### config.mk
export PLATFORM = sky130hd
export DESIGN_NAME = gpr5_job_q
export DESIGN_NICKNAME = d
export VERILOG_FILES = /design/src/hw/rtl/gpr5_pkg.sv /design/src/hw/rtl/gpr5_job_q.sv
export SDC_FILE = /design/constraint.sdc
export NUM_CORES = 1
export LEC_CHECK = 0
export BUFFER_PORTS_ARGS = -buffer_cell sky130_fd_sc_hd__buf_2
export CAP_MARGIN = 20
export CORE_ASPECT_RATIO = 1.1
export CORE_UTILIZATION = 50
export CTS_CLUSTER_DIAMETER = 150
export DETAILED_ROUTE_END_ITERATION = 12
export PLACE_DENSITY = 0.72
export SLEW_MARGIN = 25
export SYNTH_ARGS = -nofsm -noshare
export SYNTH_HDL_FRONTEND = slang
export SYNTH_SLANG_ARGS = --single-unit
### constraint.sdc
create_clock -name clk -period 9.35 [get_ports clk]
set_input_delay 0.935 -clock clk [delete_from_list [all_inputs] [get_ports clk]]
set_output_delay 0.935 -clock clk [all_outputs]
set_load 0.02 [all_outputs]
### src/hw/rtl/gpr5_pkg.sv
// ============================================================================
// gpr5_pkg: shared types and constants of the pyramid reduce block
// Sizes, coordinate widths, the job passed from front to back, the result
// item and the 1-4-6-4-1 kernel sum used by both filter directions.
// ============================================================================
package gpr5_pkg;

  localparam int MAX_WIDTH   = 2048;
  localparam int MAX_HEIGHT  = 2048;
  localparam int STORED_ROWS = 4;
  localparam int HALF_COLS   = (MAX_WIDTH + 1) / 2;

  localparam int ADDR_W  = $clog2(HALF_COLS);
  localparam int SLOT_W  = $clog2(STORED_ROWS);
  localparam int COL_W   = $clog2(MAX_WIDTH);
  localparam int ROW_W   = $clog2(MAX_HEIGHT);
  localparam int PIX_W   = 8;
  localparam int HSUM_W  = 12;
  localparam int VSUM_W  = 16;
  localparam int COORD_W = 10;
  localparam int CFG_W   = 12;
  localparam int CFG_IDX_W = 1;

  localparam int QDEPTH = 4;
  localparam int QPTR_W = $clog2(QDEPTH);
  localparam int QCNT_W = $clog2(QDEPTH + 1);

  // Register indexes of the configuration port.
  localparam logic [CFG_IDX_W-1:0] CFG_WIDTH  = 1'b0;
  localparam logic [CFG_IDX_W-1:0] CFG_HEIGHT = 1'b1;

  localparam logic [CFG_W-1:0] WIDTH_RST  = 12'd640;
  localparam logic [CFG_W-1:0] HEIGHT_RST = 12'd480;

  // Source of one vertical tap: the row sum of the current row, or a line
  // store slot.
  typedef struct packed {
    logic              cur;
    logic [SLOT_W-1:0] slot;
  } tap_src_t;

  typedef struct packed {
    logic [STORED_ROWS-1:0][HSUM_W-1:0] row;
    logic [HSUM_W-1:0]                  cur;
  } col_data_t;

  // Index 0 is the lower output row or column, index 1 the upper one.
  typedef struct packed {
    logic [1:0]                yv;
    logic [1:0]                xv;
    logic [1:0][COORD_W-1:0]   oy;
    logic [1:0][COORD_W-1:0]   ox;
    tap_src_t [1:0][4:0]       src;
    col_data_t [1:0]           col;
  } job_t;

  typedef struct packed {
    logic [PIX_W-1:0]   pixel;
    logic [COORD_W-1:0] col;
    logic [COORD_W-1:0] row;
    logic               run_last;
    logic               frame_last;
  } result_t;

  typedef struct packed {
    logic              empty;
    logic [QCNT_W-1:0] count;
  } q_stat_t;

  // a + 4b + 6c + 4d + e on 12-bit operands.
  function automatic logic [VSUM_W-1:0] kern5(
    input logic [HSUM_W-1:0] a,
    input logic [HSUM_W-1:0] b,
    input logic [HSUM_W-1:0] c,
    input logic [HSUM_W-1:0] d,
    input logic [HSUM_W-1:0] e
  );
    logic [VSUM_W-1:0] xa, xb, xc, xd, xe;
    xa = VSUM_W'(a);
    xb = VSUM_W'(b);
    xc = VSUM_W'(c);
    xd = VSUM_W'(d);
    xe = VSUM_W'(e);
    return xa + (xb << 2) + (xc << 2) + (xc << 1) + (xd << 2) + xe;
  endfunction

endpackage

### src/hw/rtl/gpr5_job_q.sv
// ============================================================================
// gpr5_job_q: job queue between intake and output stages
// A four-entry register queue of jobs with a count for the intake credit.
// ============================================================================
module gpr5_job_q (
  input  logic               clk,
  input  logic               rst_n,
  input  logic               push,
  input  gpr5_pkg::job_t     din,
  input  logic               pop,
  output gpr5_pkg::job_t     dout,
  output gpr5_pkg::q_stat_t  stat
);
  import gpr5_pkg::*;

  job_t              mem_r [QDEPTH];
  logic [QPTR_W-1:0] wp_r, rp_r;
  logic [QCNT_W-1:0] cnt_r;
  logic              do_pop;

  assign do_pop     = pop && (cnt_r != '0);
  assign stat.empty = (cnt_r == '0);
  assign stat.count = cnt_r;
  assign dout       = mem_r[rp_r];

  always_ff @(posedge clk) begin
    if (!rst_n) begin
      wp_r  <= '0;
      rp_r  <= '0;
      cnt_r <= '0;
    end else begin
      if (push) begin
        wp_r <= wp_r + 1'b1;
      end
      if (do_pop) begin
        rp_r <= rp_r + 1'b1;
      end
      cnt_r <= cnt_r + QCNT_W'(push) - QCNT_W'(do_pop);
    end
  end

  always_ff @(posedge clk) begin
    if (push) begin
      mem_r[wp_r] <= din;
    end
  end

endmodule

==> impl_metrics.ini, run 1 <==
[pwr]
peakVddDrop_mv = 0.219
powerDensity_mw_per_mm2 = 259
total_power_mw = 8.71
leakagePower_nw = 11.2

[placement]
hpwl_mm = 33.0
dp.cells = 2168
io_buffers = 395
dp_slack_ns = 5.33
gp_congestion = 0.743

[logic_synthesis]
synthCells = 1057
yosysSeqAreaShare = 0.825
synth_area_mm2 = 0.0285
synth_nets = 1262
synth-seq-cells = 785
synth-edff-count = 776
yosys_warnings = 0
synthArstFlopShare = 0
synth_top_area_cell = edfxtp_1
synth.area.top_cells = edfxtp_1 (82%), mux4_2 (15%), buf_6 (0.75%)
netlist.area_leader.share = 0.818
synth.distinct_cells = 19
syn_avg_cell_area_um2 = 26.9
synthFlopType = edfxtp_1

[grt]
grt_pass1_wl_mm = 81.3
grt_max_degree = 101
antenna_found_initial = 16
grt_pass1_vias = 13194
grt_util_all_layers = 0.190
grt_overflow = 0

[min_path]
min_path_cells = 2
hold_path_class = register to register
hp-start = rp_r[1]

[worst_setup_path]
worstSetupPathType = register to primary output
cp_data_arrival_time_ns = 3.55
start_kind = register
rr_worst_depth = 5
path_max_fanout = 43
crit_path_end_kind = primary output
reg2reg_from = wp_r[0]
critPathRequiredTime_ns = 8.42

[clocking]
ctsResizeCount = 0
cts.hold.buffers_added = 0
cts_tree = yes
clk_latency_ns = 0.60
cts_made_buffers = 78
cts_root_buf = clkbuf_16
cts_buffer_depth = 3
clk_pin_slew_worst_paths_ns = 0.06
htreeDepth = 3
clock-sinks = 785
post_cts_buffers = 0

[timing]
fin_crit_sh = 0.480
period_needed_ns = 4.49
max_freq_mhz = 223
max_slew_margin = 0.305
setup_violations = 0
hold_violations = 0
fin_ws_ns = 4.86
tightest_slew_ns = 1.04
drv_slew = 0
tns_ns = 0
skew_ns = 0.0111
rsz0062_at_grt = false

[detailed_routing]
num_vias = 12790
drt-initial-drc-count = 924
firstDrtPassIters = 5
viasPerCell = 5.53
ant_nets = 0
drcViolationCount = 0
drt-total-wl_mm = 55.3
wire_per_inst_um = 23.9

[final_layout]
layout_common_cells = edfxtp_1 (776), buf_2 (395), mux4_2 (194)
ff_latch_area_mm2 = 0.0235
drive_above_1_share = 0.459
final_common_cell = edfxtp_1
final_core_utilization = 0.600
areaGrowthSynthToFinish_pct = 18.2
stdcell_count = 2314
final.fill_count = 3902
nNetsFinal = 1710
multi_input_area_mm2 = 0.00464

[die]
die_w_um = 230
pin_count = 396
core_area_mm2 = 0.0561
initial_core_util = 0.507
die_y_um = 252
num_rows = 91
dieArea_mm2 = 0.0579

[flow_run]
cap_violations = 0

[run_status]
status = completed
-- final cells by class --
cell class / count / share of cell area
Tap cell: 744 / 0.0277
Antenna cell: 5 / 0.000372
Timing Repair Buffer: 412 / 0.0636
Clock inverter: 35 / 0.00796
Inverter: 5 / 0.000558
Clock buffer: 105 / 0.0638
Sequential cell: 785 / 0.698
Multi-Input combinational cell: 223 / 0.138
-- worst max-delay path, stage by stage (launching register included) --
cell	delay (ns)
dfxtp_4	0.65
buf_4	0.61
buf_4	0.75
mux4_2	0.62
buf_2	0.18
-- power by group --
group	internal (mW)	total [mW]	switching (mW)
Clock	1.70	2.94	1.24
Combinational	0.693	1.64	0.947
Sequential	4.05	4.13	0.0796
-- sequential cells by signal (all words and copies together), names as in the netlist, named ones only --
| register | flops |
|---|---|
| wp_r | 2 |
| mem_r | 776 |
| cnt_r | 3 |
| rp_r | 2 |
-- cell usage after synthesis, drive strengths merged (2+ instances only) --
library cell	count
and2	6
buf	40
clkbuf	4
dfxtp	9
edfxtp	776
ha	6
inv	5
mux2i	4
mux4	194
nand2	2
nand2b	2
nor2b	3
-- final timing paths --
kind / endpoint / slack [ns]
max reg2reg: mem_r[2][3] / 6.34
min: register / 0.49
max: dout[183] / 4.86
min reg2reg: register / 0.49
-- metal layers --
| layer | routed length [um] | vias to the layer above | GRT usage |
|---|---|---|---|
| met1 | 22000 | 6733 | 0.254 |
| met5 | 131 | - | 0 |
| met2 | 27800 | 431 | 0.302 |
| met3 | 4240 | 95 | 0.0526 |
| met4 | 1070 | 22 | 0.0667 |
| li1 | - | 5509 | - |
-- kinds of logic (layout without fill, tap and decap cells) --
logic type / Yosys count / after routing / share of synthesized area
buffers and inverters: 49 / 557 / 0.0124
adders and majority gates: 7 / 7 / 0.00334
DFF: 785 / 785 / 0.825
other: 0 / 5 / 0
AOI/OAI and AO/OA: 2 / 2 / 0.000615
xor gates and xnor gates: 2 / 2 / 0.00110
and+or+nand+nor: 14 / 14 / 0.00286
muxes: 198 / 198 / 0.155
-- per-stage QoR --
stage / cell area, um^2 / hold slack (ns)
6_report: 33700 / 0.491
5_1_grt: 33600 / 0.510
4_1_cts: 33600 / 0.492
3_5_place_dp: 31200 / 0.478
3_3_place_gp: 31200 / 0.455
2_1_floorplan: 28500 / 0.449
Note: power is estimated with default switching activity, not from simulation.
==> inputs of run 2 (changes only) <==
==> constraint.sdc (replaced) <==
create_clock -name clk -period 4.49 [get_ports clk]
set_input_delay 0.449 -clock clk [delete_from_list [all_inputs] [get_ports clk]]
set_output_delay 0.449 -clock clk [all_outputs]
set_load 0.02 [all_outputs]
==> run 2 against run 1 <==
Net effect: sequential share of layout area is 0.89 points lower; register-to-register slack lost 4.1 ns; via count grew 0.63%; cell count increased by 1.2%; global-route usage is 0.15 points higher; hold slack got worse by 0.45 ns; clock power grew 110%; die area is the same; first-iteration DRC count down 9.6%; flip-flop and latch count is the same; clock skew up 0.0043 ns; critical path type unchanged; largest cell class unchanged; highest routed layer unchanged.
==> impl_metrics.ini, run 2 (synthesis results as in run 1) <==
[final_layout]
ff_latch_area_mm2 = 0.0235
final_common_cell = edfxtp_1
design_area_mm2 = 0.0341
stdcell_count = 2342
multi_input_area_mm2 = 0.00464
largest_register = mem_r
nNetsFinal = 1744
reg_top3 = mem_r: 776 flops, cnt_r: 3 flops
final_core_utilization = 0.607
largest_reg_flops = 776
layout_common_cells = edfxtp_1 (776), buf_2 (395), mux4_2 (194)
final.fill_count = 3853
areaGrowthSynthToFinish_pct = 19.7
drive_above_1_share = 0.460

[placement]
gp_congestion = 0.745
dp_slack_ns = 1.86
io_buffers = 395
placed_area_mm2 = 0.0315
hpwl_mm = 33.6
dp.cells = 2185

[worst_setup_path]
start_kind = register
crit_buf_inv = 2
worstSetupPathType = register to primary output
path_max_fanout = 37
cp_data_arrival_time_ns = 2.74
slowest_stage = dfxtp_4
path_cells = buf_4 > mux4_2 > buf_2
slowest_delay_ns = 0.88
cp_top_family = flip-flops
critPathRequiredTime_ns = 4.04
crit_path_end_kind = primary output

[die]
die_w_um = 230
die_y_um = 252
dieArea_mm2 = 0.0579
initial_core_util = 0.507
num_rows = 91
pin_count = 396
core_area_mm2 = 0.0561

[grt]
grt_util_all_layers = 0.191
grt_overflow = 0
grt_max_degree = 78
grt_pass1_vias = 13720
antenna_found_initial = 17
grt_pass1_wl_mm = 82.2

[detailed_routing]
wire_per_inst_um = 23.5
firstDrtPassIters = 5
drt-initial-drc-count = 835
drt-total-wl_mm = 55.1
num_vias = 12871
ant_nets = 0
drcViolationCount = 0
viasPerCell = 5.50

[pwr]
p_int_mw = 13.5
clockPowerShare = 0.336
seq_power_share = 0.473
total_power_mw = 18.3
leakagePower_nw = 11.4
powerDensity_mw_per_mm2 = 536
peakVddDrop_mv = 0.374
p_sw_mw = 4.77
pwr-share-comb = 0.191
swShare = 0.261

[timing]
period_needed_ns = 3.19
fin_crit_sh = 0.711
drv_slew = 0
fin_ws_ns = 1.30
tightest_slew_ns = 0.974
setup_violations = 0
rsz0062_at_grt = false
max_slew_margin = 0.351
tns_ns = 0
fin_hold_ws_ns = 0.0439
max_freq_mhz = 313
hold_violations = 0
skew_ns = 0.0153

[min_path]
hold_path_class = input pin to register

[run_status]
status = completed

[clocking]
clock-sinks = 785
cts_tree = yes
clk_latency_ns = 0.62
cts_made_buffers = 77
cts_buffer_depth = 3
clk_pin_slew_worst_paths_ns = 0.06
post_cts_buffers = 0
htreeDepth = 3
cts_root_buf = clkbuf_16

[flow_run]
cap_violations = 0
run 2: changes by cell type in the layout (fill, tap and decap cells not counted), moves of 2 or more:
| cell | change |
|---|---|
| buf_12 | +12 |
| buf_4 | +6 |
| bufinv_16 | +2 |
| clkbuf_1 | -6 |
| clkbuf_16 | -3 |
| clkinv_1 | +2 |
| diode_2 | -2 |
| dlygate4sd3_1 | +19 |
| inv_16 | +2 |
| inv_6 | -2 |
run 2: power by group through the flow:
| stage | logic [mW] | clock network, mW | registers (mW) |
|---|---|---|---|
| floorplan | 2.50 | 0 | 8.69 |
| global placement | 3.49 | 0 | 8.77 |
| detailed placement | 3.52 | 0 | 8.80 |
| CTS | 3.55 | 6.27 | 8.65 |
| global route | 3.70 | 6.54 | 8.68 |
| finish | 3.48 | 6.14 | 8.64 |
run 2: worst paths after layout:
check	cells past startpoint	from	slack, ns	to
worst min-delay path	1	din[94]	0.04	mem_r[1][94]
worst min register to register	2	rp_r[1]	0.47	register
worst max-delay path	3	register	1.30	dout[33]
worst max register to register	4	wp_r[0]	2.22	mem_r[2][166]
run 2: routing by layer:
layer | global-route usage | wire (um) | vias up
li1 | - | - | 5583
met1 | 0.240 | 20900 | 6741
met2 | 0.314 | 28200 | 418
met3 | 0.0625 | 4560 | 103
met4 | 0.0686 | 1200 | 26
met5 | 0 | 160 | -
run 2: timing repair:
action                    4_1_cts  5_1_grt
resized for setup               0        0
hold endpoints to repair       62        0
hold buffers                   19        0
run 2: final cells by class:
| type | count | share of cell area |
|---|---|---|
| sequential | 785 | 0.689 |
| multi-input combinational | 223 | 0.136 |
| timing repair buffer | 447 | 0.0756 |
| clock buffer | 95 | 0.0598 |
| tap | 744 | 0.0273 |
| clock inverter | 40 | 0.0113 |
| inverter | 5 | 0.000551 |
| antenna | 3 | 0.000220 |
run 2: worst register-to-register path: cells and delay by family (launching register included):
| kind | cells | cell delay (ns) |
|---|---|---|
| AND/OR/NAND/NOR | 1 | 0.74 |
| buffers and inverters | 2 | 0.52 |
| flip-flops | 1 | 0.36 |
| adder cells (fa/ha/maj) | 1 | 0.15 |
==> inputs of run 3 (changes only) <==
--- a/config.mk
+++ b/config.mk
@@ -5,6 +5,7 @@
 export SDC_FILE = /design/constraint.sdc
 export NUM_CORES = 1
 export LEC_CHECK = 0
+export ABC_AREA = 1
 export BUFFER_PORTS_ARGS = -buffer_cell sky130_fd_sc_hd__buf_2
 export CAP_MARGIN = 20
 export CORE_ASPECT_RATIO = 1.1
==> constraint.sdc (replaced) <==
create_clock -name clk -period 3.2 [get_ports clk]
set_input_delay 0.32 -clock clk [delete_from_list [all_inputs] [get_ports clk]]
set_output_delay 0.32 -clock clk [all_outputs]
set_load 0.02 [all_outputs]
==> run 3 against run 2 <==
Net effect: combinational power grew 80%; power grew 48%; non-clock buffer count is 175 higher; die area increased by 1.9%; cell count increased by 42%; global-route usage grew 3.6 points; worst setup slack got worse by 1.0 ns; utilization grew 2.5 points; first-iteration DRC count grew 85%; wire length rose by 25%; critical endpoint is now dout[115]; largest cell class unchanged; highest routed layer unchanged.
==> impl_metrics.ini, run 3 <==
[grt]
antenna_found_initial = 5
grt_util_all_layers = 0.227
grt_max_degree = 133
grt_overflow = 0
grt_pass1_vias = 18790
grt_pass1_wl_mm = 103

[detailed_routing]
num_vias = 18597
wire_per_inst_um = 20.7
drt-initial-drc-count = 1542
drt-total-wl_mm = 68.7
viasPerCell = 5.60
drcViolationCount = 0
firstDrtPassIters = 5
ant_nets = 0

[flow_run]
cap_violations = 0

[run_status]
status = completed

[clocking]
ctsResizeCount = 0
clk_pin_slew_worst_paths_ns = 0.06
cts_made_buffers = 76
clock-sinks = 785
cts_buffer_depth = 3
clk_latency_ns = 0.61
htreeDepth = 3
post_cts_buffers = 0
cts_root_buf = clkbuf_16
cts_tree = yes

[pwr]
clockPowerShare = 0.327
total_power_mw = 27.0
p_int_mw = 18.7
leakagePower_nw = 12.7
p_sw_mw = 8.30
seq_power_share = 0.441
swShare = 0.307
peakVddDrop_mv = 0.614
powerDensity_mw_per_mm2 = 746
pwr-share-comb = 0.232

[logic_synthesis]
synthTopCellsByCount = edfxtp_1 (776), nor2_1 (395), o21ai_0 (336)
synth_area_mm2 = 0.0290
yosysSeqAreaShare = 0.809
synth.area.top_cells = edfxtp_1 (80%), o21ai_0 (5.8%), nor2_1 (5.1%)
synth-edff-count = 776
synthCells = 1935
netlist.area_leader.share = 0.803
synthMostInstantiatedCell = edfxtp_1
synthFlopType = edfxtp_1
synthArstFlopShare = 0
synth.distinct_cells = 18
syn_avg_cell_area_um2 = 15.0
synth_nets = 2140
yosys_warnings = 0
synth-seq-cells = 785
synth_top_area_cell = edfxtp_1

[timing]
setup_violations = 0
tns_ns = 0
period_needed_ns = 2.90
skew_ns = 0.0123
hold_violations = 0
fin_crit_sh = 0.908
rsz0062_at_grt = false
max_slew_margin = 0.392
max_freq_mhz = 344
drv_slew = 0
tightest_slew_ns = 0.913

[die]
die_w_um = 232
num_rows = 92
die_y_um = 255
dieArea_mm2 = 0.0590
pin_count = 396
initial_core_util = 0.506
core_area_mm2 = 0.0573

[final_layout]
areaGrowthSynthToFinish_pct = 24.9
drive_above_1_share = 0.215
largest_reg_flops = 776
largest_register = mem_r
layout_common_cells = edfxtp_1 (776), nor2_1 (395), buf_2 (395)
reg_top3 = mem_r: 776 flops, cnt_r: 3 flops
multi_input_area_mm2 = 0.00484
ff_latch_area_mm2 = 0.0235
design_area_mm2 = 0.0362
nNetsFinal = 2713
final_common_cell = edfxtp_1
stdcell_count = 3320
final.fill_count = 4030

[placement]
gp_congestion = 0.769
io_buffers = 395
placed_area_mm2 = 0.0318
dp.cells = 2986
hpwl_mm = 37.2

[worst_setup_path]
path_cells = inv_4 > buf_6 > o21ai_0 > o22ai_1 > buf_2
critPathRequiredTime_ns = 2.88
start_kind = register
crit_path_end_kind = primary output
r2r_slack_ns = 0.73
worstSetupPathType = register to primary output
cp_data_arrival_time_ns = 2.58
slowest_stage = buf_6
path_max_fanout = 103
slowest_delay_ns = 0.57

[min_path]
hold_path_class = input pin to register
-- run 3: area by class of cell --
type | count | area share
inverters | 18 | 0.00269
multi-input cells | 1005 | 0.134
well taps | 752 | 0.0260
clock buffers | 88 | 0.0543
repair buffers | 622 | 0.121
diodes | 5 | 0.000345
flip-flops and latches | 785 | 0.648
clock inverters | 45 | 0.0137
-- run 3: cells by family (layout without fill, tap and decap cells) --
family          after synthesis  after routing  synth area share
simple gates                409            409            0.0530
other cells                   0              5                 0
fa+ha+maj                     7              7           0.00328
flops                       785            785             0.809
buf+inv                     145            773            0.0242
compound gates              589            589             0.110
-- run 3: timing repair --
action                                  4_1_cts  5_1_grt
endpoints found under the setup margin        0        0
hold endpoints to repair                    784        0
hold buffers                                196        0
-- run 3: routing by layer --
metal,track usage,vias to the layer above,wire [um]
li1,-,8494,-
met1,0.278,9237,26200
met2,0.388,735,35400
met3,0.0505,127,5180
met4,0.0972,4,1900
met5,0,-,34
-- run 3: worst max-delay path: cells and delay by family (launching register included) --
| family | cells | cell delay [ns] |
|---|---|---|
| AO/OA/AOI/OAI | 2 | 0.51 |
| buffers and inverters | 3 | 0.87 |
| flip-flops | 1 | 0.43 |
-- run 3: metrics by stage --
stage | util | setup WS [ns] | hold WS [ns]
after global placement | 0.555 | 0.663 | 0.466
after detailed placement | 0.555 | 0.711 | 0.487
after floorplan | - | -0.687 | 0.418
after CTS | 0.632 | 0.293 | 0.0441
final | 0.632 | 0.295 | 0.105
after global routing | 0.632 | 0.188 | 0.0692
-- run 3: power by group through the flow --
stage               logic, mW  clock network [mW]  registers, mW
floorplan                3.85                   0           12.1
global placement         5.86                   0           12.1
detailed placement       6.00                   0           12.1
CTS                      6.25                8.97           11.9
global route             6.71                9.34           12.0
finish                   6.27                8.83           11.9
-- run 3: worst paths after layout --
check,start,endpoint,depth (start not counted)
setup / recovery,register,dout[115],5
hold / removal,push,wp_r[0],3
setup reg to reg,wp_r[0],mem_r[0][112],6
hold reg to reg,wp_r[1],wp_r[1],2
