`src/hw/rtl/gpr5_pkg.sv`:
```
// ============================================================================
// gpr5_pkg: shared types and constants of the pyramid reduce block
// Sizes, coordinate widths, the job passed from front to back, the result
// item and the 1-4-6-4-1 kernel sum used by both filter directions.
// ============================================================================
package gpr5_pkg;

  localparam int MAX_WIDTH   = 2048;
  localparam int MAX_HEIGHT  = 2048;
  localparam int STORED_ROWS = 4;
  localparam int HALF_COLS   = (MAX_WIDTH + 1) / 2;

  localparam int ADDR_W  = $clog2(HALF_COLS);
  localparam int SLOT_W  = $clog2(STORED_ROWS);
  localparam int COL_W   = $clog2(MAX_WIDTH);
  localparam int ROW_W   = $clog2(MAX_HEIGHT);
  localparam int PIX_W   = 8;
  localparam int HSUM_W  = 12;
  localparam int VSUM_W  = 16;
  localparam int COORD_W = 10;
  localparam int CFG_W   = 12;
  localparam int CFG_IDX_W = 1;

  localparam int QDEPTH = 4;
  localparam int QPTR_W = $clog2(QDEPTH);
  localparam int QCNT_W = $clog2(QDEPTH + 1);

  // Register indexes of the configuration port.
  localparam logic [CFG_IDX_W-1:0] CFG_WIDTH  = 1'b0;
  localparam logic [CFG_IDX_W-1:0] CFG_HEIGHT = 1'b1;

  localparam logic [CFG_W-1:0] WIDTH_RST  = 12'd640;
  localparam logic [CFG_W-1:0] HEIGHT_RST = 12'd480;

  // Source of one vertical tap: the row sum of the current row, or a line
  // store slot.
  typedef struct packed {
    logic              cur;
    logic [SLOT_W-1:0] slot;
  } tap_src_t;

  typedef struct packed {
    logic [STORED_ROWS-1:0][HSUM_W-1:0] row;
    logic [HSUM_W-1:0]                  cur;
  } col_data_t;

  // Index 0 is the lower output row or column, index 1 the upper one.
  typedef struct packed {
    logic [1:0]                yv;
    logic [1:0]                xv;
    logic [1:0][COORD_W-1:0]   oy;
    logic [1:0][COORD_W-1:0]   ox;
    tap_src_t [1:0][4:0]       src;
    col_data_t [1:0]           col;
  } job_t;

  typedef struct packed {
    logic [PIX_W-1:0]   pixel;
    logic [COORD_W-1:0] col;
    logic [COORD_W-1:0] row;
    logic               run_last;
    logic               frame_last;
  } result_t;

  typedef struct packed {
    logic              empty;
    logic [QCNT_W-1:0] count;
  } q_stat_t;

  // a + 4b + 6c + 4d + e on 12-bit operands.
  function automatic logic [VSUM_W-1:0] kern5(
    input logic [HSUM_W-1:0] a,
    input logic [HSUM_W-1:0] b,
    input logic [HSUM_W-1:0] c,
    input logic [HSUM_W-1:0] d,
    input logic [HSUM_W-1:0] e
  );
    logic [VSUM_W-1:0] xa, xb, xc, xd, xe;
    xa = VSUM_W'(a);
    xb = VSUM_W'(b);
    xc = VSUM_W'(c);
    xd = VSUM_W'(d);
    xe = VSUM_W'(e);
    return xa + (xb << 2) + (xc << 2) + (xc << 1) + (xd << 2) + xe;
  endfunction

endpackage

```
`src/hw/rtl/gpr5_back.sv`:
```
// ============================================================================
// gpr5_back: vertical filter and result queue
// Walks the up to four outputs of a job in row, then column order, forms
// each vertical sum with rounding and queues the result items.
// ============================================================================
module gpr5_back (
  input  logic                            clk,
  input  logic                            rst_n,
  input  gpr5_pkg::q_stat_t               q_stat,
  input  gpr5_pkg::job_t                  q_job,
  output logic                            q_pop,
  output logic                            empty,
  input  logic                            pop,
  output logic [gpr5_pkg::PIX_W-1:0]      out_pixel,
  output logic [gpr5_pkg::COORD_W-1:0]    out_col,
  output logic [gpr5_pkg::COORD_W-1:0]    out_row,
  output logic                            out_run_last,
  output logic                            out_frame_last
);
  import gpr5_pkg::*;

  job_t              job_r;
  logic              busy_r;
  logic [3:0]        rem_r;
  logic [1:0]        sel;
  logic [3:0]        rem_after;
  logic              emit, fin, load;
  logic              yi, xi;
  logic [HSUM_W-1:0] tap [5];
  logic [VSUM_W-1:0] vsum;
  result_t           res;

  result_t           rq_r [QDEPTH];
  logic [QPTR_W-1:0] rq_wp_r, rq_rp_r;
  logic [QCNT_W-1:0] rq_cnt_r;
  logic              rq_pop;

  function automatic logic [3:0] combo_mask(input job_t j);
    return {j.yv[1] & j.xv[1], j.yv[1] & j.xv[0],
            j.yv[0] & j.xv[1], j.yv[0] & j.xv[0]};
  endfunction

  always_comb begin
    if (rem_r[0]) begin
      sel = 2'd0;
    end else if (rem_r[1]) begin
      sel = 2'd1;
    end else if (rem_r[2]) begin
      sel = 2'd2;
    end else begin
      sel = 2'd3;
    end
  end

  assign rem_after = rem_r & ~(4'b0001 << sel);
  assign emit      = busy_r && (rq_cnt_r != QCNT_W'(QDEPTH));
  assign fin       = emit && (rem_after == '0);
  assign load      = !q_stat.empty && (!busy_r || fin);
  assign q_pop     = load;

  assign yi = sel[1];
  assign xi = sel[0];

  always_comb begin
    for (int k = 0; k < 5; k++) begin
      if (job_r.src[yi][k].cur) begin
        tap[k] = job_r.col[xi].cur;
      end else begin
        tap[k] = job_r.col[xi].row[job_r.src[yi][k].slot];
      end
    end
  end

  assign vsum = kern5(tap[0], tap[1], tap[2], tap[3], tap[4]) + VSUM_W'(128);

  always_comb begin
    res.pixel      = vsum[VSUM_W-1:VSUM_W-PIX_W];
    res.col        = job_r.ox[xi];
    res.row        = job_r.oy[yi];
    res.run_last   = (rem_after == '0);
    // Only the bottom-right output of the last row and column is final.
    res.frame_last = (sel == 2'd3);
  end

  always_ff @(posedge clk) begin
    if (!rst_n) begin
      busy_r <= 1'b0;
      rem_r  <= '0;
    end else if (load) begin
      busy_r <= 1'b1;
      rem_r  <= combo_mask(q_job);
    end else if (fin) begin
      busy_r <= 1'b0;
      rem_r  <= '0;
    end else if (emit) begin
      rem_r  <= rem_after;
    end
  end

  always_ff @(posedge clk) begin
    if (load) begin
      job_r <= q_job;
    end
  end

  assign rq_pop = pop && (rq_cnt_r != '0);
  assign empty  = (rq_cnt_r == '0);

  always_ff @(posedge clk) begin
    if (!rst_n) begin
      rq_wp_r  <= '0;
      rq_rp_r  <= '0;
      rq_cnt_r <= '0;
    end else begin
      if (emit) begin
        rq_wp_r <= rq_wp_r + 1'b1;
      end
      if (rq_pop) begin
        rq_rp_r <= rq_rp_r + 1'b1;
      end
      rq_cnt_r <= rq_cnt_r + QCNT_W'(emit) - QCNT_W'(rq_pop);
    end
  end

  always_ff @(posedge clk) begin
    if (emit) begin
      rq_r[rq_wp_r] <= res;
    end
  end

  assign out_pixel      = rq_r[rq_rp_r].pixel;
  assign out_col        = rq_r[rq_rp_r].col;
  assign out_row        = rq_r[rq_rp_r].row;
  assign out_run_last   = rq_r[rq_rp_r].run_last;
  assign out_frame_last = rq_r[rq_rp_r].frame_last;

endmodule

```
`config.mk`:
```
export PLATFORM = sky130hd
export DESIGN_NAME = gpr5_back
export DESIGN_NICKNAME = d
export VERILOG_FILES = /design/src/hw/rtl/gpr5_pkg.sv /design/src/hw/rtl/gpr5_back.sv
export SDC_FILE = /design/constraint.sdc
export NUM_CORES = 1
export LEC_CHECK = 0
export ABC_CLOCK_PERIOD_IN_PS = 27200
export BUFFER_PORTS_ARGS = -buffer_cell sky130_fd_sc_hd__clkbuf_2
export CAP_MARGIN = 20
export CORE_ASPECT_RATIO = 1.2
export CORE_MARGIN = 5
export CORE_UTILIZATION = 30
export CTS_CLUSTER_SIZE = 14
export DETAILED_ROUTE_END_ITERATION = 10
export PLACE_DENSITY = 0.51
export SLEW_MARGIN = 40
export SYNTH_ARGS = -nofsm -noshare
export SYNTH_HDL_FRONTEND = slang
export SYNTH_SLANG_ARGS = --single-unit
```
`constraint.sdc`:
```
create_clock -name clk -period 27.2 [get_ports clk]
set_clock_uncertainty 0.15 [all_clocks]
set_input_delay 4.08 -clock clk [delete_from_list [all_inputs] [get_ports clk]]
set_output_delay 4.08 -clock clk [all_outputs]
set_load 0.005 [all_outputs]
```
==> summary.txt, run 1 <==
status -> finished, final reports clean
clock latency on the worst-skew pair -> 0.53 ns
Post-CTS Hold Buffers -> 0
WL final -> 39200 um
worst hold margin -> 0.432 ns
Slew HR -> 48.9%
Ys Warns -> 0
drt first pass iters -> 5
most used routing layer -> met2
CP required -> 22.97 ns
Via density -> 4.74
fillers -> 5024
DRC viols -> 0
mean routed wirelength per cell -> 18.8 um
Initial DRC Count -> 620
Switching Share -> 38.7%
Buf/Inv on CP -> 2
Period Utilization, post-route -> 32.8%
total grt overflow -> 0
Starting Density -> 30.2%
number of flops mapped to enable cells by yosys -> 310
Critical Path Most Common Cell -> clkbuf_2
Post-Synthesis Cell Area -> 15800 um^2
row count -> 92
RSZ-0062 raised after global routing -> false
Die Height -> 262 um
GPL Wtd Cong -> 0.858
met2 GRT Util -> 23.6%
total CTS buffers -> 35
Ports -> 233
routed vias -> 9888
total clock sinks -> 324
setup_tns -> 0 ns
Crit-path slowest cell -> a21oi_4
max-slew violations -> 0
Max Cap Viol -> 0
Seq pwr share -> 33.0%
worst r2r dst -> rq_r[3][29]$_DFFE_PP_
Worst Tran Pin Value -> 0.755 ns
vias in the first global route -> 10200
fmax -> 112 MHz
minimum clock period -> 8.93 ns
crit path cell chain -> clkbuf_2 > a21oi_4 > clkbuf_2
GR Util met1 -> 16.2%
final net count -> 1631
Avg Inst Size Synth -> 14.1 um^2
Int Pwr -> 1.46 mW
Detail Placement HPWL -> 28600 um
number of gates resized after cts -> 0
initial antenna violation count -> 1
Crit Path Class -> in -> out
clock power share -> 19.2%
chip width -> 220 um
area of the core -> 52400 um^2
sw power -> 0.922 mW
most common cell after layout, fill and taps aside -> edfxtp_1
die area -> 57500 um^2
All-Layer GR Usage -> 13.3%
Worst setup EP type -> primary output
CP max FO -> 3
Post-CTS Setup Bufs -> 0
worst hold stages -> 2
final core utilization -> 36.4%
Static Leak -> 7.06 nW
antenna-violating nets left -> 0
number of diodes -> 0
clk root buf -> clkbuf_16
pwr/cell area -> 125 nW/um^2
ys async rst share -> 0%
VDD IR-drop max -> 0.191 mV
share of cells above drive strength 1 -> 29.9%
Gate Count Post-Synth -> 1126
grt met3 use -> 2.95%
port bufs -> 229
final hold violation count -> 0
Primary FF master, synth -> edfxtp_1
r2r setup slk -> 19.28 ns
TritonCTS clock tree -> done
CP max stage delay -> 0.31 ns
Worst Hold Class -> reg -> reg
Multi-input gate area -> 5900 um^2
CTS max path bufs -> 3
reg2reg start -> rem_r[0]$_SDFFE_PN0P_
clk slew on worst S/H paths -> 0.06 ns
largest net degree at the start of global routing -> 67
Placed Cells -> 2023
cell family with most CP delay -> compound AO/OA/AOI/OAI gates
count of different cell masters after synthesis -> 53
count of final setup violators -> 0
crit path DAT -> 4.70 ns
R2R depth -> 23
first-pass GRT wire length -> 58900 um
hold path startpoint -> rq_rp_r[1]$_SDFFE_PN0P_
Area Overhead vs Synth -> 20.3%
#FFs+latches synth -> 324
highest-count cells in the layout ignoring fill and taps -> edfxtp_1, clkbuf_2, nand2_1
Logic pwr share -> 47.8%
CP startpoint kind -> input port
H-tree levels -> 2
syn_nets -> 1401
sequential cell area fraction in the yosys report -> 60.6%
Reg area -> 9590 um^2
non-filler instance count after layout -> 2085
[cells in the mapped netlist (28+ instances only)]
library cell  number  share of area, %
a21oi_1           31              0.98
clkbuf_1          46               1.1
edfxtp_1         310                59
fa_1              46               5.8
ha_1              28               2.2
inv_1             63               1.5
mux2_2            57               4.1
mux2i_1           55               3.5
mux4_2            31               4.4
nand2_1          105               2.5
nor2_1            48               1.1
o211ai_1          83               3.9
o21ai_0           58               1.8
[worst register-to-register path, delay by kind of cell, from the launching register on]
family / cells / cell delay (ns)
buffers and inverters: 5 / 1.16
and+or+nand+nor: 5 / 1.22
DFF: 1 / 0.42
AOI/OAI and AO/OA: 6 / 1.82
muxes: 2 / 0.66
adders and majority gates: 5 / 2.21
[through the flow]
stage          setup slack, ns  cell area (um^2)  power (mW)
3_5_place_dp             18.19             17900        1.96
6_report                 18.27             19000        2.38
3_3_place_gp             18.18             17900        1.93
4_1_cts                  18.18             19000        2.43
5_1_grt                  18.19             19000        2.59
2_1_floorplan             9.47             15800        1.59
[logic make-up (layout without fill, tap and decap cells)]
family,count (synthesis),count (layout),synth area share [%]
AOI/OAI and AO/OA,239,239,9.96
and+or+nand+nor,212,212,5.88
muxes,143,143,11.9
DFF,324,324,60.6
adders and majority gates,75,75,8.09
buffers and inverters,123,377,3.02
xor gates and xnor gates,10,10,0.553
[cell type report]
| type | instances | area share [%] |
|---|---|---|
| clock buffer | 49 | 5.04 |
| timing repair buffer | 253 | 7.03 |
| inverter | 63 | 1.24 |
| clock inverter | 12 | 0.690 |
| tap | 705 | 4.63 |
| sequential | 324 | 50.4 |
| multi-input combinational | 679 | 31.0 |
[how the worst max path moves through the flow]
stage | start | end | cells past startpoint
after floorplan | q_stat[3] | q_pop | 1
after global placement | q_stat[3] | q_pop | 3
after detailed placement | q_stat[3] | q_pop | 3
after CTS | q_stat[3] | q_pop | 3
after global routing | q_stat[3] | q_pop | 3
final | q_stat[3] | q_pop | 3
[routing by layer]
metal  up-vias  wire (um)
met5         -          0
met4         0        971
met3        57       2170
met2       277      20100
met1      4815      15900
li1       4739          -
[state kept, by name, indices dropped and copies added, names as in the netlist, named ones only]
register	cells
busy_r	1
rem_r	4
job_r	190
rq_rp_r	2
rq_cnt_r	3
rq_r	120
rq_wp_r	2
[power groups by stage]
stage	Combinational (mW)	Clock, mW	Sequential [mW]
2_1_floorplan	0.795	0	0.797
3_3_place_gp	1.13	0	0.796
6_report	1.14	0.458	0.787
5_1_grt	1.30	0.497	0.792
4_1_cts	1.17	0.477	0.789
3_5_place_dp	1.16	0	0.799
Note: power is estimated with default switching activity, not from simulation.
==> run 2, diff against run 1 <==
--- a/config.mk
+++ b/config.mk
@@ -5,7 +5,7 @@
 export SDC_FILE = /design/constraint.sdc
 export NUM_CORES = 1
 export LEC_CHECK = 0
-export ABC_CLOCK_PERIOD_IN_PS = 27200
+export ABC_CLOCK_PERIOD_IN_PS = 8500
 export BUFFER_PORTS_ARGS = -buffer_cell sky130_fd_sc_hd__clkbuf_2
 export CAP_MARGIN = 20
 export CORE_ASPECT_RATIO = 1.2
==> constraint.sdc (replaced) <==
create_clock -name clk -period 8.5 [get_ports clk]
set_clock_uncertainty 0.15 [all_clocks]
set_input_delay 1.275 -clock clk [delete_from_list [all_inputs] [get_ports clk]]
set_output_delay 1.275 -clock clk [all_outputs]
set_load 0.005 [all_outputs]
==> run 2 against run 1 <==
  * Final cell count is 0.53% higher
  * Die area unchanged
  * Critical path type is now reg -> reg
  * Flip-flop and latch count did not move
  * Critical path depth increased by 18
  * Combinational power grew to 3.1 times the previous value
  * Sequential power rose to 3.2 times the previous value
  * Worst setup slack worse by 17 ns
  * Clock-buffer cell count shrank 12
  * Cell area is 0.40% higher
  * Clock power rose to 3.2 times the previous value
==> summary.txt, run 2 (synthesis results as in run 1) <==
status -> finished, final reports clean (unchanged)
port bufs -> 229 (unchanged)
Placed Cells -> 2034 (was 2023)
first-pass GRT wire length -> 61200 um (was 58900 um)
H-tree levels -> 2 (unchanged)
RSZ-0062 raised after global routing -> false (unchanged)
Crit Path Class -> reg -> reg (was in -> out)
mean routed wirelength per cell -> 19.4 um (was 18.8 um)
routed vias -> 9923 (was 9888)
CP max FO -> 12 (was 3)
WL final -> 40600 um (was 39200 um)
total CTS buffers -> 36 (was 35)
max FFs per register -> 190 (unchanged)
total grt overflow -> 0 (unchanged)
CP required -> 8.61 ns (was 22.97 ns)
CTS max path bufs -> 3 (unchanged)
clk slew on worst S/H paths -> 0.06 ns (about the same)
Ports -> 233 (unchanged)
share of cells above drive strength 1 -> 30.7% (was 29.9%)
clock latency on the worst-skew pair -> 0.55 ns (was 0.53 ns)
largest net degree at the start of global routing -> 79 (was 67)
initial antenna violation count -> 2 (was 1)
DRC viols -> 0 (unchanged)
fmax -> 140 MHz
non-filler instance count after layout -> 2096 (was 2085)
clk root buf -> clkbuf_16 (unchanged)
most common cell after layout, fill and taps aside -> edfxtp_1 (unchanged)
GPL Wtd Cong -> 0.885 (was 0.858)
met1 WL -> 16000 um (was 15900 um)
Largest regs -> job_r x190, rq_r x120, rem_r x4 (unchanged)
chip width -> 220 um (unchanged)
Worst Tran Pin Value -> 0.734 ns (was 0.755 ns)
All-Layer GR Usage -> 13.9% (was 13.3%)
Die Height -> 262 um (unchanged)
Post-CTS Setup Bufs -> 0 (unchanged)
number of diodes -> 0 (unchanged)
Worst setup EP type -> flop (was primary output)
CP startpoint kind -> flop (was input port)
pwr/cell area -> 396 nW/um^2 (was 125 nW/um^2)
vias in the first global route -> 10600 (was 10200)
setup_tns -> 0 ns (unchanged)
Detail Placement HPWL -> 30200 um (was 28600 um)
final hold violation count -> 0 (unchanged)
highest-count cells in the layout ignoring fill and taps -> edfxtp_1, clkbuf_2, nand2_1 (unchanged)
Post-CTS Hold Buffers -> 0 (unchanged)
Met2 Wirelength -> 20900 um (was 20100 um)
count of final setup violators -> 0 (unchanged)
met3 wire length -> 2410 um (was 2170 um)
Max Cap Viol -> 0 (unchanged)
worst slack, placed -> 1.21 ns (was 18.19 ns)
final net count -> 1643 (was 1631)
number of gates resized after cts -> 0 (unchanged)
crit path DAT -> 7.25 ns (was 4.70 ns)
final core utilization -> 36.5% (was 36.4%)
row count -> 92 (unchanged)
area of the core -> 52400 um^2 (unchanged)
Period Utilization, post-route -> 84.0%
Top Metal Used -> met5 (was met4)
total clock sinks -> 324 (unchanged)
Area Overhead vs Synth -> 20.7% (was 20.3%)
Via density -> 4.73 (was 4.74)
VDD IR-drop max -> 0.400 mV (was 0.191 mV)
fin worst setup slack -> 1.36 ns (was 18.27 ns)
max-slew violations -> 0 (unchanged)
Worst Hold Class -> reg -> reg (unchanged)
TritonCTS clock tree -> done (unchanged)
antenna-violating nets left -> 0 (unchanged)
Slew HR -> 49.7% (was 48.9%)
minimum clock period -> 7.14 ns
largest reg by FF count -> job_r (unchanged)
Starting Density -> 30.2% (unchanged)
die area -> 57500 um^2 (unchanged)
Static Leak -> 7.14 nW (was 7.06 nW)
drt first pass iters -> 5 (unchanged)
Initial DRC Count -> 630 (was 620)
total power -> 7.57 mW (was 2.38 mW)
[run 2: critical path: stages (launching register included)]
cell and delay, ns:
dfxtp_1 0.42, nor2_4 0.57, buf_4 0.37, mux2i_1 0.51, buf_4 0.28, o211ai_1 0.10
a31oi_1 0.28, fa_1 0.49, fa_1 0.42, fa_1 0.51, inv_1 0.05, fa_1 0.47
inv_1 0.04, ha_1 0.28, nand3_1 0.07, nor4_1 0.19, buf_4 0.17, o2111ai_1 0.13
a211oi_2 0.38, nor2_2 0.13, o2111a_1 0.27, a311oi_1 0.55
[run 2: layout make-up]
class                      count  area, um^2
clock inverter                24         200
fill                        4999       33300
sequential                   324        9590
tap                          705         882
clock buffer                  37         905
multi-input combinational    679        5880
inverter                      63         236
timing repair buffer         264        1420
[run 2: stage by stage]
stage	hold slack, ns	instance area (um^2)
after detailed placement	0.401	18000
after global routing	0.462	19100
after floorplan	0.346	15800
final	0.421	19100
after CTS	0.419	19100
after global placement	0.385	18000
[run 2: final timing paths]
| kind | start | endpoint | slack [ns] | cells past startpoint |
|---|---|---|---|---|
| worst min-delay path | rem_r[3]$_SDFFE_PN0P_ | rem_r[3]$_SDFFE_PN0P_ | 0.42 | 2 |
| worst min register to register | rem_r[3]$_SDFFE_PN0P_ | rem_r[3]$_SDFFE_PN0P_ | 0.42 | 2 |
| worst max-delay path | rem_r[0]$_SDFFE_PN0P_ | rq_r[0][29]$_DFFE_PP_ | 1.36 | 21 |
| worst max register to register | rem_r[0]$_SDFFE_PN0P_ | rq_r[0][29]$_DFFE_PP_ | 1.36 | 21 |
[run 2: metal layers]
layer | vias to the layer above | GRT usage (%)
met2 | 293 | 25.1
met3 | 72 | 2.95
met5 | - | 0
li1 | 4765 | -
met4 | 4 | 4.65
met1 | 4789 | 16.5
[run 2: where the power goes]
part,total (mW),switching [mW],internal (mW)
logic,3.59,2.21,1.37
clock network,1.47,0.627,0.841
registers,2.51,0.0475,2.46
total,7.57,2.89,4.68
==> run 3, diff against run 2 <==
--- a/config.mk
+++ b/config.mk
@@ -5,7 +5,8 @@
 export SDC_FILE = /design/constraint.sdc
 export NUM_CORES = 1
 export LEC_CHECK = 0
-export ABC_CLOCK_PERIOD_IN_PS = 8500
+export ABC_AREA = 1
+export ABC_CLOCK_PERIOD_IN_PS = 6200
 export BUFFER_PORTS_ARGS = -buffer_cell sky130_fd_sc_hd__clkbuf_2
 export CAP_MARGIN = 20
 export CORE_ASPECT_RATIO = 1.2
@@ -13,7 +14,7 @@
 export CORE_UTILIZATION = 30
 export CTS_CLUSTER_SIZE = 14
 export DETAILED_ROUTE_END_ITERATION = 10
-export PLACE_DENSITY = 0.51
+export PLACE_DENSITY = 0.53
 export SLEW_MARGIN = 40
 export SYNTH_ARGS = -nofsm -noshare
 export SYNTH_HDL_FRONTEND = slang
==> constraint.sdc (replaced) <==
create_clock -name clk -period 6.2 [get_ports clk]
set_clock_uncertainty 0.15 [all_clocks]
set_input_delay 0.93 -clock clk [delete_from_list [all_inputs] [get_ports clk]]
set_output_delay 0.93 -clock clk [all_outputs]
set_load 0.005 [all_outputs]
==> run 3 against run 2 <==
  * Worst hold slack worse by 0.11 ns
  * Synthesized cell count is 27% higher
  * Sequential share of layout area is 1.2 points lower
==> summary.txt, run 3 <==
status -> finished, final reports clean (unchanged)
share of cells above drive strength 1 -> 23.6% (was 30.7%)
largest reg by FF count -> job_r (unchanged)
Synth top area share -> 57.9% (was 58.8%)
synth cell count leaders -> edfxtp_1, o21ai_0, nand2_1 (was edfxtp_1, nand2_1, o211ai_1)
total CTS buffers -> 36 (unchanged)
fmax -> 173 MHz (was 140 MHz)
highest-count cells in the layout ignoring fill and taps -> edfxtp_1, clkbuf_2, o21ai_0 (was edfxtp_1, clkbuf_2, nand2_1)
worst hold stages -> 2 (unchanged)
Worst Tran Pin Value -> 0.794 ns (was 0.734 ns)
antenna-violating nets left -> 0 (unchanged)
Critical Path Stages -> 22 (was 21)
All-Layer GR Usage -> 15.2% (was 13.9%)
count of final setup violators -> 0 (unchanged)
RSZ-0062 raised after global routing -> false (unchanged)
R2R depth -> 22 (was 21)
reg2reg start -> rem_r[1]$_SDFFE_PN0P_ (was rem_r[0]$_SDFFE_PN0P_)
crit path DAT -> 5.91 ns (was 7.25 ns)
CP max stage delay -> 0.54 ns (was 0.57 ns)
WL final -> 45400 um (was 40600 um)
Detail Placement HPWL -> 33500 um (was 30200 um)
Gate Count Post-Synth -> 1432 (was 1126)
first-pass GRT wire length -> 69600 um (was 61200 um)
VDD IR-drop max -> 0.796 mV (was 0.400 mV)
minimum clock period -> 5.80 ns (was 7.14 ns)
Post-CTS Hold Buffers -> 0 (unchanged)
fin worst setup slack -> 0.404 ns (was 1.36 ns)
most common cell after layout, fill and taps aside -> edfxtp_1 (unchanged)
Critical Path Most Common Cell -> o21ai_0 (was fa_1)
setup_tns -> 0 ns (unchanged)
count leader, synth -> edfxtp_1 (unchanged)
initial antenna violation count -> 1 (was 2)
port bufs -> 229 (unchanged)
CP max FO -> 25 (was 12)
Initial DRC Count -> 853 (was 630)
Post-CTS Setup Bufs -> 0 (unchanged)
drt first pass iters -> 8 (was 5)
Slew HR -> 46.5% (was 49.7%)
Crit Path Class -> reg -> reg (unchanged)
ys async rst share -> 0% (unchanged)
number of flops mapped to enable cells by yosys -> 310 (unchanged)
clock latency on the worst-skew pair -> 0.54 ns (was 0.55 ns)
final hold violation count -> 0 (unchanged)
Primary FF master, synth -> edfxtp_1 (unchanged)
Synth area leaders -> edfxtp_1, o21ai_0, fa_1 (was edfxtp_1, fa_1, mux4_2)
#FFs+latches synth -> 324 (unchanged)
crit path cell chain -> inv_2 > nand2_2 > nand2_4 > buf_12 > o21ai_0 > inv_1 > o21ai_0 > a21oi_1 > o21ai_0 > o21ai_0 > fa_1 > fa_1 > inv_1 > fa_1 > ha_1 > ha_1 > a21oi_1 > o21ai_0 > a221oi_1 > nand2_1 > nand2_1 > nand2_1 (was nor2_4 > buf_4 > mux2i_1 > buf_4 > o211ai_1 > a31oi_1 > fa_1 > fa_1 > fa_1 > inv_1 > fa_1 > inv_1 > ha_1 > nand3_1 > nor4_1 > buf_4 > o2111ai_1 > a211oi_2 > nor2_2 > o2111a_1 > a311oi_1)
number of diodes -> 0 (unchanged)
GPL Wtd Cong -> 0.950 (was 0.885)
Worst setup EP type -> flop (unchanged)
Buf/Inv on CP -> 4 (was 5)
mean routed wirelength per cell -> 18.8 um (was 19.4 um)
count of different cell masters after synthesis -> 46 (was 53)
CTS max path bufs -> 3 (unchanged)
sequential cell area fraction in the yosys report -> 59.6% (was 60.6%)
Period Utilization, post-route -> 93.5% (was 84.0%)
TritonCTS clock tree -> done (unchanged)
row count -> 93 (was 92)
CP required -> 6.32 ns (was 8.61 ns)
cell family with most CP delay -> adder cells (unchanged)
Ports -> 233 (unchanged)
Largest regs -> job_r x190, rq_r x120, rem_r x4 (unchanged)
Max Cap Viol -> 0 (unchanged)
Starting Density -> 30.1% (was 30.2%)
Crit-path slowest cell -> fa_1 (was nor2_4)
number of gates resized after cts -> 0 (unchanged)
pwr/cell area -> 641 nW/um^2 (was 396 nW/um^2)
area of the core -> 53400 um^2 (was 52400 um^2)
total grt overflow -> 0 (unchanged)
syn_nets -> 1707 (was 1401)
Worst setup startpoint -> rem_r[1]$_SDFFE_PN0P_ (was rem_r[0]$_SDFFE_PN0P_)
Via density -> 4.80 (was 4.73)
Area Overhead vs Synth -> 21.7% (was 20.7%)
Avg Inst Size Synth -> 11.2 um^2 (was 14.1 um^2)
clk slew on worst S/H paths -> 0.06 ns (about the same)
max FFs per register -> 190 (unchanged)
Static Leak -> 7.70 nW (was 7.14 nW)
total clock sinks -> 324 (unchanged)
largest net degree at the start of global routing -> 160 (was 79)
worst slack, placed -> 0.398 ns (was 1.21 ns)
area leader, netlist -> edfxtp_1 (unchanged)
hold path startpoint -> rq_rp_r[1]$_SDFFE_PN0P_ (was rem_r[3]$_SDFFE_PN0P_)
max-slew violations -> 0 (unchanged)
routed vias -> 11600 (was 9923)
die area -> 58300 um^2 (was 57500 um^2)
vias in the first global route -> 11900 (was 10600)
CP startpoint kind -> flop (unchanged)
clk root buf -> clkbuf_16 (unchanged)
Worst Hold Class -> reg -> reg (unchanged)
Post-Synthesis Cell Area -> 16100 um^2 (was 15800 um^2)
Die Height -> 264 um (was 262 um)
final net count -> 1959 (was 1643)
Ys Warns -> 0 (unchanged)
H-tree levels -> 2 (unchanged)
DRC viols -> 0 (unchanged)
chip width -> 221 um (was 220 um)
==> run 3: worst paths after layout <==
kind	endpoint	slack [ns]
worst max register to register	rq_r[0][29]$_DFFE_PP_	0.40
worst min-delay path	flop	0.31
worst max-delay path	rq_r[0][29]$_DFFE_PP_	0.40
worst min register to register	flop	0.31
==> run 3: layout make-up <==
cell class,instances,area [um^2]
Clock buffer,43,927
Clock inverter,21,198
Fill cell,5224,33800
Inverter,143,539
Multi-Input combinational cell,892,5640
Sequential cell,324,9590
Tap cell,712,891
Timing Repair Buffer,287,1790
==> run 3: layer usage <==
metal,GRT usage (%),up-vias,wire (um)
met1,18.7,5508,18600
li1,-,5605,-
met2,26.4,409,22400
met4,5.84,0,1800
met5,0,-,0
met3,3.06,106,2710
==> run 3: logic make-up (layout without fill, tap and decap cells) <==
group                    count (synthesis)  count (layout)  synth area share [%]
adder cells (fa/ha/maj)                 74              74                  7.91
XOR/XNOR                                 6               6                 0.327
multiplexers                            48              48                  3.36
AO/OA/AOI/OAI                          435             435                  15.0
flip-flops                             324             324                  59.6
AND/OR/NAND/NOR                        329             329                  8.29
buffers and inverters                  216             494                  5.51
==> run 3: per-stage QoR <==
| step | power (mW) | instance area [um^2] | utilization, % | instances | hold slack [ns] |
|---|---|---|---|---|---|
| after global routing | 13.7 | 19600 | 36.6 | 2422 | 0.344 |
| after global placement | 10.4 | 18200 | 34.1 | 2349 | 0.303 |
| final | 12.5 | 19600 | 36.6 | 2422 | 0.311 |
| after detailed placement | 10.6 | 18400 | 34.5 | 2357 | 0.303 |
| after floorplan | 8.60 | 16100 | - | 1432 | 0.286 |
| after CTS | 12.7 | 19500 | 36.6 | 2421 | 0.314 |
==> run 3: tightest hold or removal path, cell delays in order (launching register included) <==
cell and delay, ns:
dfxtp_1 0.29, inv_1 0.06, a21oi_1 0.06
==> run 3: where the power goes <==
group          internal (mW)  total (mW)  switching, mW
clock                   1.20        2.05          0.855
sequential              3.60        3.67         0.0673
combinational           2.39        6.82           4.43
